`src/rtl/dsv_pkg.sv`:
```
`default_nettype none

package dsv_pkg;

    // character codes
    localparam logic [7:0] CH_ZERO  = 8'd48;
    localparam logic [7:0] CH_NINE  = 8'd57;
    localparam logic [7:0] CH_SLASH = 8'd47;

    // field position codes
    localparam logic [1:0] FIELD_DAY   = 2'd0;
    localparam logic [1:0] FIELD_MONTH = 2'd1;
    localparam logic [1:0] FIELD_YEAR  = 2'd2;

    // date limits
    localparam logic [6:0]  MAX_DAY        = 7'd31;
    localparam logic [6:0]  MAX_DAY_SHORT  = 7'd30;
    localparam logic [6:0]  MAX_DAY_FEB    = 7'd29;
    localparam logic [6:0]  MAX_DAY_FEB_NL = 7'd28;
    localparam logic [6:0]  MAX_MONTH      = 7'd12;
    localparam logic [6:0]  MONTH_FEB      = 7'd2;
    localparam logic [6:0]  MONTH_APR      = 7'd4;
    localparam logic [6:0]  MONTH_JUN      = 7'd6;
    localparam logic [6:0]  MONTH_SEP      = 7'd9;
    localparam logic [6:0]  MONTH_NOV      = 7'd11;
    localparam logic [13:0] MAX_YEAR_RESET = 14'd2021;

    // digit limits per field
    localparam logic [2:0] DM_DIGITS      = 3'd2;
    localparam logic [2:0] YEAR_DIGITS    = 3'd4;
    localparam logic [2:0] YEAR_DIGITS_SH = 3'd2;

    typedef struct packed {
        logic [7:0] ch;
        logic       last;
    } in_word_t;

    typedef struct packed {
        logic        valid_res;
        logic [4:0]  day;
        logic [3:0]  month;
        logic [13:0] year;
    } out_word_t;

endpackage

`default_nettype wire

```
`src/rtl/dsv_parser.sv`:
```
`default_nettype none

module dsv_parser (
    input  wire logic               clk,
    input  wire logic               rst_n,
    input  wire logic               step,
    input  wire dsv_pkg::in_word_t  word,
    input  wire logic [13:0]        max_year,
    output dsv_pkg::out_word_t      res
);
    import dsv_pkg::*;

    logic [1:0]  field_reg, field_next;
    logic [2:0]  cnt_reg, cnt_next;
    logic [6:0]  day_reg, day_next;
    logic [6:0]  month_reg, month_next;
    logic [13:0] year_reg, year_next;
    logic [15:0] ybcd_reg, ybcd_next;
    logic        err_reg, err_next;

    logic        is_digit;
    logic        is_slash;
    logic [3:0]  dv;
    logic        at_limit;
    logic        leap;
    logic        ok;
    logic [1:0]  mod4_lo;
    logic [1:0]  mod4_hi;
    logic        short_month;

    // character classes
    assign is_digit = (word.ch >= CH_ZERO) && (word.ch <= CH_NINE);
    assign is_slash = (word.ch == CH_SLASH);
    assign dv       = word.ch[3:0];
    assign at_limit = (field_reg == FIELD_YEAR) ? (cnt_reg >= YEAR_DIGITS)
                                                : (cnt_reg >= DM_DIGITS);

    // next parse state for the current character
    always_comb
    begin
        field_next = field_reg;
        cnt_next   = cnt_reg;
        day_next   = day_reg;
        month_next = month_reg;
        year_next  = year_reg;
        ybcd_next  = ybcd_reg;
        err_next   = err_reg;
        if (is_digit)
        begin
            if (at_limit)
            begin
                err_next = 1'b1;
            end
            else
            begin
                cnt_next = cnt_reg + 3'd1;
                case (field_reg)
                    FIELD_DAY:
                    begin
                        day_next = {day_reg[3:0], 3'b000} + {day_reg[5:0], 1'b0}
                                   + {3'b000, dv};
                    end
                    FIELD_MONTH:
                    begin
                        month_next = {month_reg[3:0], 3'b000} + {month_reg[5:0], 1'b0}
                                     + {3'b000, dv};
                    end
                    default:
                    begin
                        year_next = {year_reg[10:0], 3'b000} + {year_reg[12:0], 1'b0}
                                    + {10'd0, dv};
                        ybcd_next = {ybcd_reg[11:0], dv};
                    end
                endcase
            end
        end
        else if (is_slash)
        begin
            if ((field_reg >= FIELD_YEAR) || (cnt_reg == 3'd0))
            begin
                err_next = 1'b1;
            end
            else
            begin
                field_next = field_reg + 2'd1;
                cnt_next   = 3'd0;
            end
        end
        else
        begin
            err_next = 1'b1;
        end
    end

    // gregorian leap rule on the decimal digits of the year
    assign mod4_lo = ybcd_next[1:0] + {ybcd_next[4], 1'b0};
    assign mod4_hi = ybcd_next[9:8] + {ybcd_next[12], 1'b0};
    always_comb
    begin
        if (mod4_lo != 2'd0)
        begin
            leap = 1'b0;
        end
        else if (ybcd_next[7:0] != 8'd0)
        begin
            leap = 1'b1;
        end
        else
        begin
            leap = (mod4_hi == 2'd0);
        end
    end

    // date check on the updated state
    assign short_month = (month_next == MONTH_APR) || (month_next == MONTH_JUN)
                      || (month_next == MONTH_SEP) || (month_next == MONTH_NOV);

    always_comb
    begin
        ok = !err_next && (field_next == FIELD_YEAR)
             && ((cnt_next == YEAR_DIGITS_SH) || (cnt_next == YEAR_DIGITS))
             && (day_next != 7'd0) && (day_next <= MAX_DAY)
             && (month_next != 7'd0) && (month_next <= MAX_MONTH)
             && (year_next != 14'd0) && (year_next <= max_year);
        if (short_month && (day_next > MAX_DAY_SHORT))
        begin
            ok = 1'b0;
        end
        if (month_next == MONTH_FEB)
        begin
            if (day_next > MAX_DAY_FEB)
            begin
                ok = 1'b0;
            end
            if ((day_next > MAX_DAY_FEB_NL) && !leap)
            begin
                ok = 1'b0;
            end
        end
    end

    assign res.valid_res = ok;
    assign res.day       = ok ? day_next[4:0]   : 5'd0;
    assign res.month     = ok ? month_next[3:0] : 4'd0;
    assign res.year      = ok ? year_next       : 14'd0;

    // parse state, cleared after the final character
    always_ff @(posedge clk or negedge rst_n)
    begin
        if (!rst_n)
        begin
            field_reg <= FIELD_DAY;
            cnt_reg   <= 3'd0;
            day_reg   <= 7'd0;
            month_reg <= 7'd0;
            year_reg  <= 14'd0;
            ybcd_reg  <= 16'd0;
            err_reg   <= 1'b0;
        end
        else if (step)
        begin
            if (word.last)
            begin
                field_reg <= FIELD_DAY;
                cnt_reg   <= 3'd0;
                day_reg   <= 7'd0;
                month_reg <= 7'd0;
                year_reg  <= 14'd0;
                ybcd_reg  <= 16'd0;
                err_reg   <= 1'b0;
            end
            else
            begin
                field_reg <= field_next;
                cnt_reg   <= cnt_next;
                day_reg   <= day_next;
                month_reg <= month_next;
                year_reg  <= year_next;
                ybcd_reg  <= ybcd_next;
                err_reg   <= err_next;
            end
        end
    end

endmodule

`default_nettype wire

```
`src/rtl/date_string_validator_top.sv`:
```
`default_nettype none

// channel   signals                          word
// input     in_valid, in_ready, in_data      one character and its last flag
// output    out_valid, out_ready, out_data   verdict with day, month and year
// config    cfg_we, cfg_wdata                largest accepted year
//
// one character a cycle: a character is held in the input register,
// then updates the parse state; the final one loads the result register.
// the result is offered once the final character leaves the input register.
// reset clears the parse state and sets the largest year to 2021.
// a stalled result only holds back a final character; others keep flowing.

module date_string_validator_top (
    input  wire logic           clk,
    input  wire logic           rst_n,
    input  wire logic           in_valid,
    output logic                in_ready,
    input  wire dsv_pkg::in_word_t in_data,
    output logic                out_valid,
    input  wire logic           out_ready,
    output dsv_pkg::out_word_t  out_data,
    input  wire logic           cfg_we,
    input  wire logic [13:0]    cfg_wdata
);
    import dsv_pkg::*;

    logic        in_full_reg;
    in_word_t    in_word_reg;
    logic        out_valid_reg;
    out_word_t   out_word_reg;
    logic [13:0] max_year_reg;
    logic        advance;
    out_word_t   res;

    // the held character moves on unless it needs a busy result register
    assign advance  = in_full_reg && (!in_word_reg.last || !out_valid_reg || out_ready);
    assign in_ready = !in_full_reg || advance;

    // input register
    always_ff @(posedge clk or negedge rst_n)
    begin
        if (!rst_n)
        begin
            in_full_reg <= 1'b0;
        end
        else if (in_valid && in_ready)
        begin
            in_full_reg <= 1'b1;
        end
        else if (advance)
        begin
            in_full_reg <= 1'b0;
        end
    end

    always_ff @(posedge clk)
    begin
        if (in_valid && in_ready)
        begin
            in_word_reg <= in_data;
        end
    end

    // year limit register
    always_ff @(posedge clk or negedge rst_n)
    begin
        if (!rst_n)
        begin
            max_year_reg <= MAX_YEAR_RESET;
        end
        else if (cfg_we)
        begin
            max_year_reg <= cfg_wdata;
        end
    end

    // parse state and date check
    dsv_parser u_parser (
        .clk      (clk),
        .rst_n    (rst_n),
        .step     (advance),
        .word     (in_word_reg),
        .max_year (max_year_reg),
        .res      (res)
    );

    // result register
    always_ff @(posedge clk or negedge rst_n)
    begin
        if (!rst_n)
        begin
            out_valid_reg <= 1'b0;
        end
        else if (advance && in_word_reg.last)
        begin
            out_valid_reg <= 1'b1;
        end
        else if (out_ready)
        begin
            out_valid_reg <= 1'b0;
        end
    end

    always_ff @(posedge clk)
    begin
        if (advance && in_word_reg.last)
        begin
            out_word_reg <= res;
        end
    end

    assign out_valid = out_valid_reg;
    assign out_data  = out_word_reg;

    // checks
    a_final_loads: assert property (@(posedge clk) disable iff (!rst_n)
        (advance && in_word_reg.last) |=> out_valid_reg)
        else $error("final character did not load a result");

    a_no_overwrite: assert property (@(posedge clk) disable iff (!rst_n)
        (out_valid_reg && !out_ready) |-> !(advance && in_word_reg.last))
        else $error("pending result overwritten");

    a_invalid_zero: assert property (@(posedge clk) disable iff (!rst_n)
        (out_valid_reg && !out_word_reg.valid_res) |->
        (out_word_reg.day == 5'd0 && out_word_reg.month == 4'd0
         && out_word_reg.year == 14'd0))
        else $error("invalid result carries nonzero fields");

    a_valid_ranges: assert property (@(posedge clk) disable iff (!rst_n)
        (out_valid_reg && out_word_reg.valid_res) |->
        (out_word_reg.day != 5'd0 && out_word_reg.month != 4'd0
         && out_word_reg.month <= 4'd12 && out_word_reg.year != 14'd0
         && out_word_reg.year <= max_year_reg))
        else $error("valid result out of range");

endmodule

`default_nettype wire
```
`config.mk`:
```
export PLATFORM = sky130hd
export DESIGN_NAME = date_string_validator_top
export DESIGN_NICKNAME = d
export VERILOG_FILES = /design/src/rtl/dsv_pkg.sv /design/src/rtl/dsv_parser.sv /design/src/rtl/date_string_validator_top.sv
export SDC_FILE = /design/constraint.sdc
export NUM_CORES = 1
export LEC_CHECK = 0
export BUFFER_PORTS_ARGS = -buffer_cell sky130_fd_sc_hd__buf_2
export CORE_ASPECT_RATIO = 1.25
export CORE_UTILIZATION = 55
export DETAILED_ROUTE_END_ITERATION = 8
export GPL_ROUTABILITY_DRIVEN = 0
export PLACE_DENSITY_LB_ADDON = 0.1
export SLEW_MARGIN = 5
export SYNTH_ARGS = -nofsm -noshare
export SYNTH_HDL_FRONTEND = slang
export SYNTH_HIERARCHICAL = 1
export SYNTH_SLANG_ARGS = --single-unit
```
`constraint.sdc`:
```
create_clock -name clk -period 4.09 [get_ports clk]
set_input_delay 0 -clock clk [delete_from_list [all_inputs] [get_ports clk]]
set_output_delay 0 -clock clk [all_outputs]
set_load 0.005 [all_outputs]
```
# Yosys cells after proc, flatten, opt, wreduce, memory -nomap -nowiden
# Cells that the tools add are included.
# W data, S select, Z words.
[op_classes]
div_mod_pow = 0
n_lt_le_gt_ge = 11
reduce_logical = 38
n_mux = 41
n_bitwise = 0
eq_ne = 11
n_addsub = 10
n_shift = 0
n_mul = 0
[ops]
columns = ["cell", "count"]
rows = [
  ["$mux W14", 4],
  ["$mux W7", 8],
  ["$mux W13", 4],
  ["$gt A7 B5 Y1 const B", 3],
  ["$mux W1", 16],
  ["$mux W3", 5],
  ["$add A14 B14 Y14", 1],
  ["$add A14 B4 Y14", 1],
  ["$add A7 B4 Y7", 2],
  ["$add A7 B7 Y7", 2],
  ["$eq A7 B3 Y1 const B", 2],
  ["$eq A7 B4 Y1 const B", 2],
  ["$le A14 B14 Y1", 1],
  ["$logic_and A1 B1 Y1", 14],
  ["$reduce_bool A14 Y1", 1],
  ["$reduce_bool A7 Y1", 2],
  ["$eq A8 B6 Y1 const B", 1],
  ["$ge A8 B6 Y1 const B", 1],
  ["$le A8 B6 Y1 const B", 1],
  ["$logic_or A1 B1 Y1", 8],
  ["$mux W2", 4],
  ["$reduce_bool A8 Y1", 1],
  ["$eq A7 B2 Y1 const B", 1],
  ["$le A7 B4 Y1 const B", 1],
  ["16 further kinds", 25],
]
[word_totals]
input_bits = 28
romBits = 0
mem_count = 0
out_inout_bits = 26
wordCells = 127
ramBits = 0
reg_bits = 94
latchBits = 0

# Logic depth before layout (Yosys ltp)
# Gate-level depths: netlist of the first run.
[logic_depth]
depth_word = 18
ltp_mapped = 21
ltp_nobuf = 19

# Cells and area by module
# The synthesis of the first run kept the hierarchy.
[modules_own_cells]
columns = ["module", "seq_area_each_um2", "instances", "cells_per_inst", "area_per_inst_um2"]
rows = [
  ["dsv_parser", 1126.1, 1, 511, 4468.0],
  ["date_string_validator_top", 1401.3, 1, 72, 1619.1],
]

# Least setup slack after synthesis of the first run
# Ideal clock, no wire load.
[synth_timing]
path_type = "register -> register"
from = "register in_word_reg[4] in the netlist's numbering"
to = "register out_word_reg (netlist bit out_data[21]), data pin"
synth_period_minus_slack_ps = 4439
stages_incl_launch_ff = 19
path_buffers = 0
t_arrival_ps = 4249
required_time_ps = 3900
slack_ps = -349
setup_time_ps = 190
cell_sequence = "edfxtp_1 -> inv_1 -> fa_1 -> inv_1 -> ha_1 -> a211oi_1 -> o211ai_1 -> a41oi_1 -> xnor2_1 -> mux2i_1 -> inv_1 -> ha_1 -> a211oi_1 -> o21ai_0 -> a221oi_1 -> o22ai_1 -> nor4_2 -> o21ai_2 -> a2111oi_2"
[synth_via]
elab_chain_cells = 16
word_cells_on_any_way = 69
classes_between = "add/sub (5); order compare (8); eq/ne (9); mux (24); reduce/logical (23)"
[synth_lines]
columns = ["element", "line_no", "text"]
rows = [
  ["start, declared", "date_string_validator_top.sv:29", "in_word_t in_word_reg;"],
  ["start signal, assigned", "date_string_validator_top.sv:61", "in_word_reg <= in_data;"],
  ["branches (longest 16 deep; another with $add A14 B4 Y14)", "-", ""],
  ["end signal, assigned", "date_string_validator_top.sv:109", "out_word_reg <= res;"],
  ["end, declared", "date_string_validator_top.sv:31", "out_word_t out_word_reg;"],
]
# Parallel ways; which one is timed is not known. The select of a mux whose other input is x is not followed.
# A chain may end at the register's enable or synchronous reset.

# Final worst setup path of the first run
[layout_timing]
from = "register u_parser.year_reg[2]"
to = "register out_word_reg (netlist bit out_data[21]), data pin"
[layout_via]
elab_chain_cells = 12
word_cells_on_any_way = 13
classes_between = "add/sub (2); order compare (1); mux (7); reduce/logical (3)"
[layout_lines]
columns = ["element", "line_no", "text"]
rows = [
  ["start, declared", "dsv_parser.sv:17", "logic [13:0] year_reg, year_next;"],
  ["start signal, assigned", "dsv_parser.sv:178", "year_reg <= year_next;"],
  ["$add A14 B14 Y14", "dsv_parser.sv:70", "year_next = {year_reg[10:0], 3'b000} + {year_reg[12:0], 1'b0}"],
  ["$add A14 B4 Y14", "dsv_parser.sv:71", "+ {10'd0, dv};"],
  ["$mux W14", "dsv_parser.sv:57", "case (field_reg)"],
  ["$mux W14", "dsv_parser.sv:50", "if (at_limit)"],
  ["$mux W14 *", "dsv_parser.sv:48", "if (is_digit)"],
  ["branches (longest 2 deep; another with $le A14 B14 Y1)", "-", ""],
  ["$logic_and A1 B1 Y1 *", "dsv_parser.sv:124", "&& (year_next != 14'd0) && (year_next <= max_year);"],
  ["$mux W1 *", "dsv_parser.sv:125", "if (short_month && (day_next > MAX_DAY_SHORT))"],
  ["$mux W1", "dsv_parser.sv:131", "if (day_next > MAX_DAY_FEB)"],
  ["$mux W1", "dsv_parser.sv:135", "if ((day_next > MAX_DAY_FEB_NL) && !leap)"],
  ["$mux W1 *", "dsv_parser.sv:129", "if (month_next == MONTH_FEB)"],
]
# Mark *: on every way between the ends.

==> impl_metrics.json, run 1 <==
{
  "maxSlewHeadroom": 0.3398,
  "cp_data_required_time_ps": 4240,
  "antenna_found_initial": 1,
  "io_pins": 54,
  "syn2layout_area_growth_pct": 25.61,
  "setup_slack_ps": -235.9,
  "status": "finished with violations",
  "dp_hpwl_mm": 11.38,
  "synthTopCellsByArea": "dfrtp_1 22%, edfxtp_1 16%, ha_1 12%, o2bb2ai_1 3.7%, dfstp_2 3.5%",
  "antennaDiodeCount": 0,
  "synth_seq_cells": 94,
  "dieWidth_microns": 96.10,
  "drv_cap": 0,
  "grt_overflow_total": 0,
  "largest_register_ffs": 24,
  "grt_setup_unrepaired": "yes",
  "drv_slew": 0,
  "track_usage": 0.2965,
  "path_common_cell": "buf_4",
  "p_seq_frac": 0.436,
  "cts.sinks": 94,
  "multi_input_area_sq_um": 3352,
  "synth_area_per_cell_sq_um": 10.44,
  "synth_area_sq_um": 6087,
  "regArea_sq_um": 2527,
  "worstHoldPathType": "in2reg",
  "ys_types": 66,
  "cp_slowest_cell": "fa_2",
  "worstPathArrival_ps": 4470,
  "fmax_ghz": 0.2312,
  "nets": 818,
  "syn_nets": 674,
  "drt_iter0_drc": 386,
  "crit_fanout": 10,
  "grt_max_degree": 40,
  "finClkSkew_ps": 8.225,
  "synth_top_area_frac": 0.2179,
  "clkTransAtPathRegs_ps": 70,
  "clock_latency_ps": 350,
  "first_pass_iters": 5,
  "combPwrFrac": 0.232,
  "port-buffer-count": 53,
  "die_h_microns": 119.6,
  "seq_area_frac_synth": 0.4152,
  "post-route-min-period_ps": 4326,
  "clkPwrFrac": 0.332,
  "yosys_warnings": 6,
  "core_sq_um": 10670,
  "startpoint_type": "flop",
  "utilization": 0.7167,
  "path_cells": "inv_2 -> fa_2 -> inv_2 -> ha_4 -> a211oi_2 -> o211ai_1 -> a41oi_2 -> buf_4 -> xnor2_2 -> mux2i_1 -> buf_4 -> buf_4 -> buf_4 -> buf_4 -> buf_4 -> buf_4 -> buf_4 -> buf_4 -> buf_4 -> buf_6 -> o211ai_1 -> nor4_4 -> buf_6 -> a2111oi_2",
  "tritoncts": "built",
  "synth_most_common_cell": "ha_1",
  "grt_pass1_vias": 5265,
  "failed_checks": "setup timing",
  "timing.hold.ws_ps": 141.2,
  "cts-root-buf": "clkbuf_16",
  "drive_above_1_share": 0.2787,
  "setup_tns_ps": -4689,
  "p_leak_nw": 3.527,
  "via_count": 5319,
  "grt_first_pass_wirelength_mm": 25.79,
  "finalSetupViolations": 24,
  "post_drt_wl_per_cell_microns": 19.02,
  "power_density_nw_per_um2": 336.3,
  "rows": 42,
  "cts_made_buffers": 9,
  "finalHoldViolations": 0,
  "yosys-top-cells-count": "57 x ha_1, 53 x dfrtp_1, 52 x inv_1",
  "switchingPower_mw": 0.7890,
  "start_util": 0.5706,
  "internal_power_mw": 1.782,
  "num-fill-cells": 765,
  "peakVddDrop_mv": 0.2082,
  "path_class": "reg2reg",
  "yosysTopAreaCell": "dfrtp_1",
  "cpPeakStageDelay_ps": 600,
  "via_per_inst": 6.156,
  "synthFlopType": "dfrtp_1",
  "htree_levels": 3,
  "drc": 0,
  "ys_async_sr_fraction": 0.6489,
  "ant_nets": 0,
  "netlist_instances": 583,
  "p_sw_frac": 0.3069,
  "end_kind": "flop",
  "dieArea_sq_um": 11490,
  "tightest_slew_ps": 990.3,
  "clockBufferDepth": 2,
  "synth_edf_count": 33,
  "wirelength_mm": 16.43,
  "timing.final.crit_share": 1.058
}
## repair_timing
action | CTS | global route
hold buffers | 27 | 0
setup buffers | 12 | 3
resized for setup | 11 | 9
gates cloned | 1 | 0
hold endpoints to repair | 55 | 0
pin swaps | 19 | 15
endpoints found under the setup margin | 24 | 24
## path summary, 6_finish.rpt
check                                          start               endpoint  slack [ps]  cells past startpoint
worst max-delay path            u_parser/year_reg[2]           out_data[21]        -240                     24
worst min-delay path                          cfg_we        max_year_reg[1]         140                      2
worst max register to register  u_parser/year_reg[2]           out_data[21]        -240                     24
worst min register to register       max_year_reg[4]        max_year_reg[4]         510                      1
max in group asynchronous                      rst_n  u_parser/month_reg[4]        2850                      3
min in group asynchronous                      rst_n   u_parser/year_reg[9]         360                      2
## cells in the final DEF, fill, tap and decap left out, types with 7 or more instances in the layout
| cell type | instances |
|---|---|
| nor3_1 | 9 |
| o2bb2ai_1 | 26 |
| a21oi_1 | 30 |
| buf_4 | 71 |
| o21ai_0 | 20 |
| nand2_1 | 24 |
| clkbuf_16 | 9 |
| nor2_1 | 45 |
| ha_1 | 54 |
| nor2b_1 | 9 |
| edfxtp_1 | 33 |
| dlygate4sd3_1 | 27 |
| mux2_2 | 15 |
| mux2i_1 | 7 |
| inv_1 | 48 |
| xnor2_1 | 11 |
| dfrtp_1 | 53 |
| a22oi_1 | 15 |
| nand4_1 | 7 |
| dfstp_2 | 8 |
| xor2_1 | 9 |
| buf_2 | 54 |
| a21o_1 | 8 |
| nand3_1 | 7 |
## worst max-delay path: cells and delay by family (launching register included)
kind | cells | cell delay (ps)
buf+inv | 14 | 1650
xor+xnor | 1 | 100
mux | 1 | 100
compound gates | 5 | 1010
fa+ha+maj | 2 | 840
simple gates | 1 | 60
flops | 1 | 360
## routing by layer
| metal | GRT usage | part of all wire | vias to the layer above |
|---|---|---|---|
| li1 | - | - | 2447 |
| met1 | 0.3706 | 0.41 | 2608 |
| met2 | 0.5035 | 0.51 | 218 |
| met3 | 0.05006 | 0.052 | 44 |
| met4 | 0.1138 | 0.029 | 2 |
| met5 | 0 | 0.00079 | - |
## power groups by stage
stage,Sequential [mW],Clock [mW],Combinational [mW]
global placement,1.13,0,0.535
global route,1.13,0.899,0.647
detailed placement,1.14,0,0.552
finish,1.12,0.853,0.597
CTS,1.12,0.864,0.582
floorplan,1.12,0,0.392
## per-stage QoR
stage | setup WS [ps] | power [mW] | std cells | cell area, sq um
final | -235.9 | 2.571 | 864 | 7646
after global placement | -227.3 | 1.669 | 805 | 6867
after CTS | -207.1 | 2.565 | 861 | 7582
after floorplan | -28.99 | 1.510 | 583 | 6115
after detailed placement | -306.9 | 1.689 | 805 | 6867
after global routing | -445.2 | 2.676 | 864 | 7646
## area by class of cell
class                           count  share of cell area
Clock buffer                        9             0.02946
Clock inverter                      7            0.009164
Inverter                           53             0.02602
Multi-Input combinational cell    414              0.4384
Sequential cell                    94              0.3306
Tap cell                          132             0.02160
Timing Repair Buffer              155              0.1448
## logic make-up (layout without fill, tap and decap cells)
| logic type | Yosys count | in the layout | share of synthesized area |
|---|---|---|---|
| adder cells (fa/ha/maj) | 63 | 63 | 0.1369 |
| flip-flops | 94 | 94 | 0.4152 |
| XOR/XNOR | 22 | 22 | 0.03166 |
| AO/OA/AOI/OAI | 158 | 158 | 0.1852 |
| buffers and inverters | 75 | 224 | 0.05303 |
| multiplexers | 22 | 22 | 0.03926 |
| AND/OR/NAND/NOR | 149 | 149 | 0.1387 |
Power figures use the tool's default switching activity.
==> run 2: changes to the inputs <==
- SKIP_LAST_GASP: not set -> 1
==> impl_metrics.json, run 2 (synthesized netlist as in run 1, its figures left out) <==
{
  "final_common_cell": "buf_4",
  "cp_slowest_cell": "fa_2",
  "clkTransAtPathRegs_ps": 70,
  "startpoint_type": "flop",
  "hold_path_end": "max_year_reg[1]",
  "post-route-min-period_ps": 4327,
  "r2r.worst_path.cells": 19,
  "path_cells": "inv_2 -> fa_2 -> inv_2 -> ha_4 -> a211oi_2 -> o211ai_1 -> a41oi_2 -> a21oi_2 -> xnor2_2 -> o21a_1 -> inv_2 -> ha_4 -> nand4_1 -> nor4_2 -> o22ai_1 -> nor4_2 -> o21ai_2 -> buf_6 -> nor3_2",
  "power_density_nw_per_um2": 336.7,
  "drv_cap": 0,
  "failed_checks": "setup timing",
  "tightest_slew_ps": 997.1,
  "antenna_found_initial": 1,
  "crit_fanout": 8,
  "hold_start": "cfg_we",
  "end_kind": "flop",
  "via_per_inst": 6.146,
  "finalHoldViolations": 0,
  "utilization": 0.7167,
  "critPathLaunch": "u_parser/year_reg[2]",
  "clockBufferDepth": 2,
  "reg2reg_from": "u_parser/year_reg[2]",
  "wirelength_mm": 16.50,
  "worstPathArrival_ps": 4530,
  "peakVddDrop_mv": 0.2093,
  "crit_family": "compound AO/OA/AOI/OAI gates",
  "io_pins": 54,
  "start_util": 0.5706,
  "post_drt_wl_per_cell_microns": 19.07,
  "grt_max_degree": 40,
  "rrSetupSlack_ps": -240,
  "die_h_microns": 119.6,
  "status": "finished with violations",
  "power.total_mw": 2.574,
  "setup_tns_ps": -4639,
  "p_leak_nw": 3.527,
  "final_cell_mix": "74 x buf_4, 54 x buf_2, 54 x ha_1",
  "largest_register_ffs": 24,
  "cp_num_buf_inv": 4,
  "ant_nets": 0,
  "grt_pass1_vias": 5264,
  "dieWidth_microns": 96.10,
  "dp_hpwl_mm": 11.38,
  "setup_slack_ps": -236.7,
  "num-fill-cells": 768,
  "timing.hold.ws_ps": 139.6,
  "worstHoldPathType": "in2reg",
  "cts.sinks": 94,
  "fmax_ghz": 0.2311,
  "clock_latency_ps": 350,
  "drv_slew": 0,
  "cts-root-buf": "clkbuf_16",
  "htree_levels": 3,
  "drive_above_1_share": 0.2797,
  "timing.final.crit_share": 1.058,
  "maxSlewHeadroom": 0.3353,
  "reg2reg_to": "out_data[16]",
  "drc": 0,
  "first_pass_iters": 5,
  "track_usage": 0.2966,
  "cts_made_buffers": 9,
  "antennaDiodeCount": 0,
  "grt_setup_unrepaired": "yes",
  "path_common_cell": "inv_2",
  "grt_first_pass_wirelength_mm": 25.79,
  "drt_iter0_drc": 387,
  "rows": 42,
  "finalSetupViolations": 24,
  "cpPeakStageDelay_ps": 600,
  "syn2layout_area_growth_pct": 25.61,
  "dieArea_sq_um": 11490,
  "core_sq_um": 10670,
  "via_count": 5316,
  "tritoncts": "built",
  "nets": 819,
  "port-buffer-count": 53,
  "worstHoldPathCells": 2,
  "finClkSkew_ps": 7.148,
  "grt_overflow_total": 0,
  "path_class": "reg2reg",
  "cp_data_required_time_ps": 4290
}
run 2: cell types whose count changed in the layout (fill, tap and decap cells not counted), sizes merged:
cell	before	now
buf	128	129
run 2: worst max-delay path by stage:
stage	to	slack, ps	cells after the start
2_1_floorplan	out_data[21]	-30	18
3_3_place_gp	out_data[19]	-230	18
3_5_place_dp	out_data[21]	-310	17
4_1_cts	out_data[19]	-210	20
5_1_grt	out_data[19]	-440	19
6_report	out_data[16]	-240	19
run 2: report_power, final:
group	total [mW]	leakage [nW]	internal, mW	switching (mW)
Clock	0.854	0.148	0.475	0.378
Combinational	0.598	2.26	0.262	0.337
Sequential	1.12	1.12	1.05	0.0756
run 2: layer usage:
layer | share of wire | global-route usage | up-vias
met2 | 0.51 | 0.5035 | 200
li1 | - | - | 2451
met3 | 0.050 | 0.05006 | 49
met4 | 0.031 | 0.1138 | 2
met5 | 0.00079 | 0 | -
met1 | 0.41 | 0.3710 | 2614
run 2: final cells by class:
cell class                 count  area, sq um  share of cell area
inverter                      53        198.9             0.02602
timing repair buffer         156         1107              0.1448
multi-input combinational    414         3352              0.4384
sequential                    94         2527              0.3306
clock buffer                   9        225.2             0.02946
tap                          132        165.2             0.02160
clock inverter                 7        70.07            0.009164
run 2: metrics by stage:
stage / setup WS [ps] / area, sq um / cells
3_3_place_gp: -227.3 / 6867 / 805
3_5_place_dp: -306.9 / 6867 / 805
5_1_grt: -440.8 / 7646 / 865
2_1_floorplan: -28.99 / 6115 / 583
6_report: -236.7 / 7646 / 865
4_1_cts: -207.1 / 7579 / 861
run 2: timing repair:
action,4_1_cts,5_1_grt
hold endpoints to repair,55,0
pin swaps,19,18
buffers inserted,12,6
hold buffers,27,0
resized for setup,10,8
endpoints found under the setup margin,24,24
cloned,1,0
==> run 3: changes to the inputs <==
==> constraint.sdc (replaced) <==
create_clock -name clk -period 4.09 [get_ports clk]
set_input_delay 0.6135 -clock clk [delete_from_list [all_inputs] [get_ports clk]]
set_output_delay 0.6135 -clock clk [all_outputs]
set_load 0.005 [all_outputs]
==> impl_metrics.json, run 3 (synthesized netlist as in run 1, its figures left out) <==
{
  "grt_overflow_total": 0,
  "clock_latency_ps": 340,
  "post-place-cells": 802,
  "timing.final.crit_share": 1.065,
  "tightest_slew_ps": 1075,
  "rrSetupSlack_ps": -260,
  "core_sq_um": 10670,
  "p_sw_frac": 0.3069,
  "fmax_ghz": 0.2297,
  "final_cells": 834,
  "port-buffer-count": 53,
  "setup_slack_ps": -263.9,
  "post-route-min-period_ps": 4354,
  "drv_slew": 0,
  "num-fill-cells": 792,
  "critPathLaunch": "u_parser/year_reg[0]",
  "p_seq_frac": 0.444,
  "tritoncts": "built",
  "timing.hold.ws_ps": 445.0,
  "largest_register_ffs": 24,
  "end_kind": "flop",
  "start_util": 0.5706,
  "ant_nets": 0,
  "pre_cts_ws_ps": -387.2,
  "track_usage": 0.2907,
  "dieWidth_microns": 96.10,
  "power_density_nw_per_um2": 339.7,
  "grt_setup_unrepaired": "yes",
  "drt_iter0_drc": 331,
  "first_pass_iters": 5,
  "cts_made_buffers": 9,
  "reg2reg_to": "out_data[15]",
  "clkPwrFrac": 0.320,
  "startpoint_type": "flop",
  "grt_max_degree": 43,
  "failed_checks": "setup timing",
  "path_class": "reg2reg",
  "final_cell_area_sq_um": 7400,
  "cp_slowest_cell": "fa_2",
  "grt_first_pass_wirelength_mm": 25.25,
  "path_cells": "inv_2 -> fa_2 -> inv_2 -> ha_4 -> a211oi_4 -> o211ai_1 -> a41oi_2 -> a21oi_2 -> xnor2_2 -> o21a_1 -> inv_2 -> ha_4 -> nand4_1 -> a211oi_2 -> a221oi_2 -> o22ai_1 -> nor4_2 -> o21ai_2 -> buf_4 -> a211oi_2",
  "via_per_inst": 6.089,
  "finalHoldViolations": 0,
  "path_common_cell": "inv_2",
  "drc": 0,
  "combPwrFrac": 0.236,
  "htree_levels": 3,
  "rows": 42,
  "cts.sinks": 94,
  "die_h_microns": 119.6,
  "post_drt_wl_per_cell_microns": 18.57,
  "drv_cap": 0,
  "nets": 788,
  "reg2reg_from": "u_parser/year_reg[0]",
  "drive_above_1_share": 0.2949,
  "post_dp_cell_area_sq_um": 6844,
  "clkTransAtPathRegs_ps": 60,
  "crit_fanout": 6,
  "maxSlewHeadroom": 0.2833,
  "dp_hpwl_mm": 11.20,
  "holdBufCountCts": 0,
  "r2r.worst_path.cells": 20,
  "final_cell_mix": "69 x buf_4, 54 x buf_2, 54 x ha_1",
  "final_common_cell": "buf_4",
  "clockBufferDepth": 2,
  "grt_pass1_vias": 5130,
  "dieArea_sq_um": 11490,
  "worstPathArrival_ps": 4530,
  "cts-root-buf": "clkbuf_16",
  "antenna_found_initial": 0,
  "finClkSkew_ps": 5.472,
  "finalSetupViolations": 24,
  "cpPeakStageDelay_ps": 600,
  "wirelength_mm": 15.49,
  "p_leak_nw": 3.427,
  "internal_power_mw": 1.742,
  "via_count": 5078,
  "antennaDiodeCount": 0,
  "syn2layout_area_growth_pct": 21.56,
  "status": "finished with violations",
  "peakVddDrop_mv": 0.1834,
  "switchingPower_mw": 0.7715,
  "cp_data_required_time_ps": 4270,
  "worstHoldPathType": "in2async",
  "io_pins": 54
}
## run 3: repair_timing
action	in CTS	in global routing
resized for setup	14	20
setup buffers	10	5
gates cloned	1	0
pin swaps	17	13
setup endpoints to repair	24	24
## run 3: per-stage QoR
step           TNS (ps)  utilization  power (mW)
2_1_floorplan    -67.18            -       1.510
3_3_place_gp      -4363       0.6416       1.694
3_5_place_dp      -7047       0.6416       1.707
4_1_cts           -3769       0.6826       2.526
5_1_grt          -11410       0.6936       2.640
6_report          -5281       0.6936       2.514
## run 3: metal layers
layer	global-route usage	up-vias	wire, microns
li1	-	2389	-
met1	0.3683	2483	6449
met2	0.4805	169	7834
met3	0.05260	37	784
met4	0.1241	0	418
met5	0	-	0
## run 3: how the worst max path moves through the flow
stage                              end  slack (ps)  cells past startpoint
after detailed placement  out_data[20]        -390                     20
after global placement    out_data[17]        -250                     17
after CTS                 out_data[19]        -200                     19
after global routing      out_data[15]        -530                     20
final                     out_data[15]        -260                     20
after floorplan           out_data[21]         -30                     18
## run 3: cell type report
class | instances | area (sq um) | share of cell area
clock buffers | 12 | 256.5 | 0.03466
clock inverters | 4 | 30.03 | 0.004058
inverters | 53 | 198.9 | 0.02689
multi-input cells | 414 | 3411 | 0.4609
flip-flops and latches | 94 | 2527 | 0.3416
well taps | 132 | 165.2 | 0.02232
repair buffers | 125 | 810.8 | 0.1096
## run 3: power groups by stage
stage                     sequential [mW]  clock, mW  combinational, mW
after floorplan                      1.12          0              0.392
after global routing                 1.12      0.857              0.659
final                                1.12      0.805              0.594
after CTS                            1.11      0.827              0.585
after detailed placement             1.13          0              0.575
after global placement               1.13          0              0.565
## run 3: critical path, delay by kind of cell, from the launching register on
family / cells / cell delay (ps)
compound gates: 10 / 1750
xor+xnor: 1 / 140
fa+ha+maj: 3 / 1080
buf+inv: 4 / 350
flops: 1 / 360
simple gates: 2 / 520
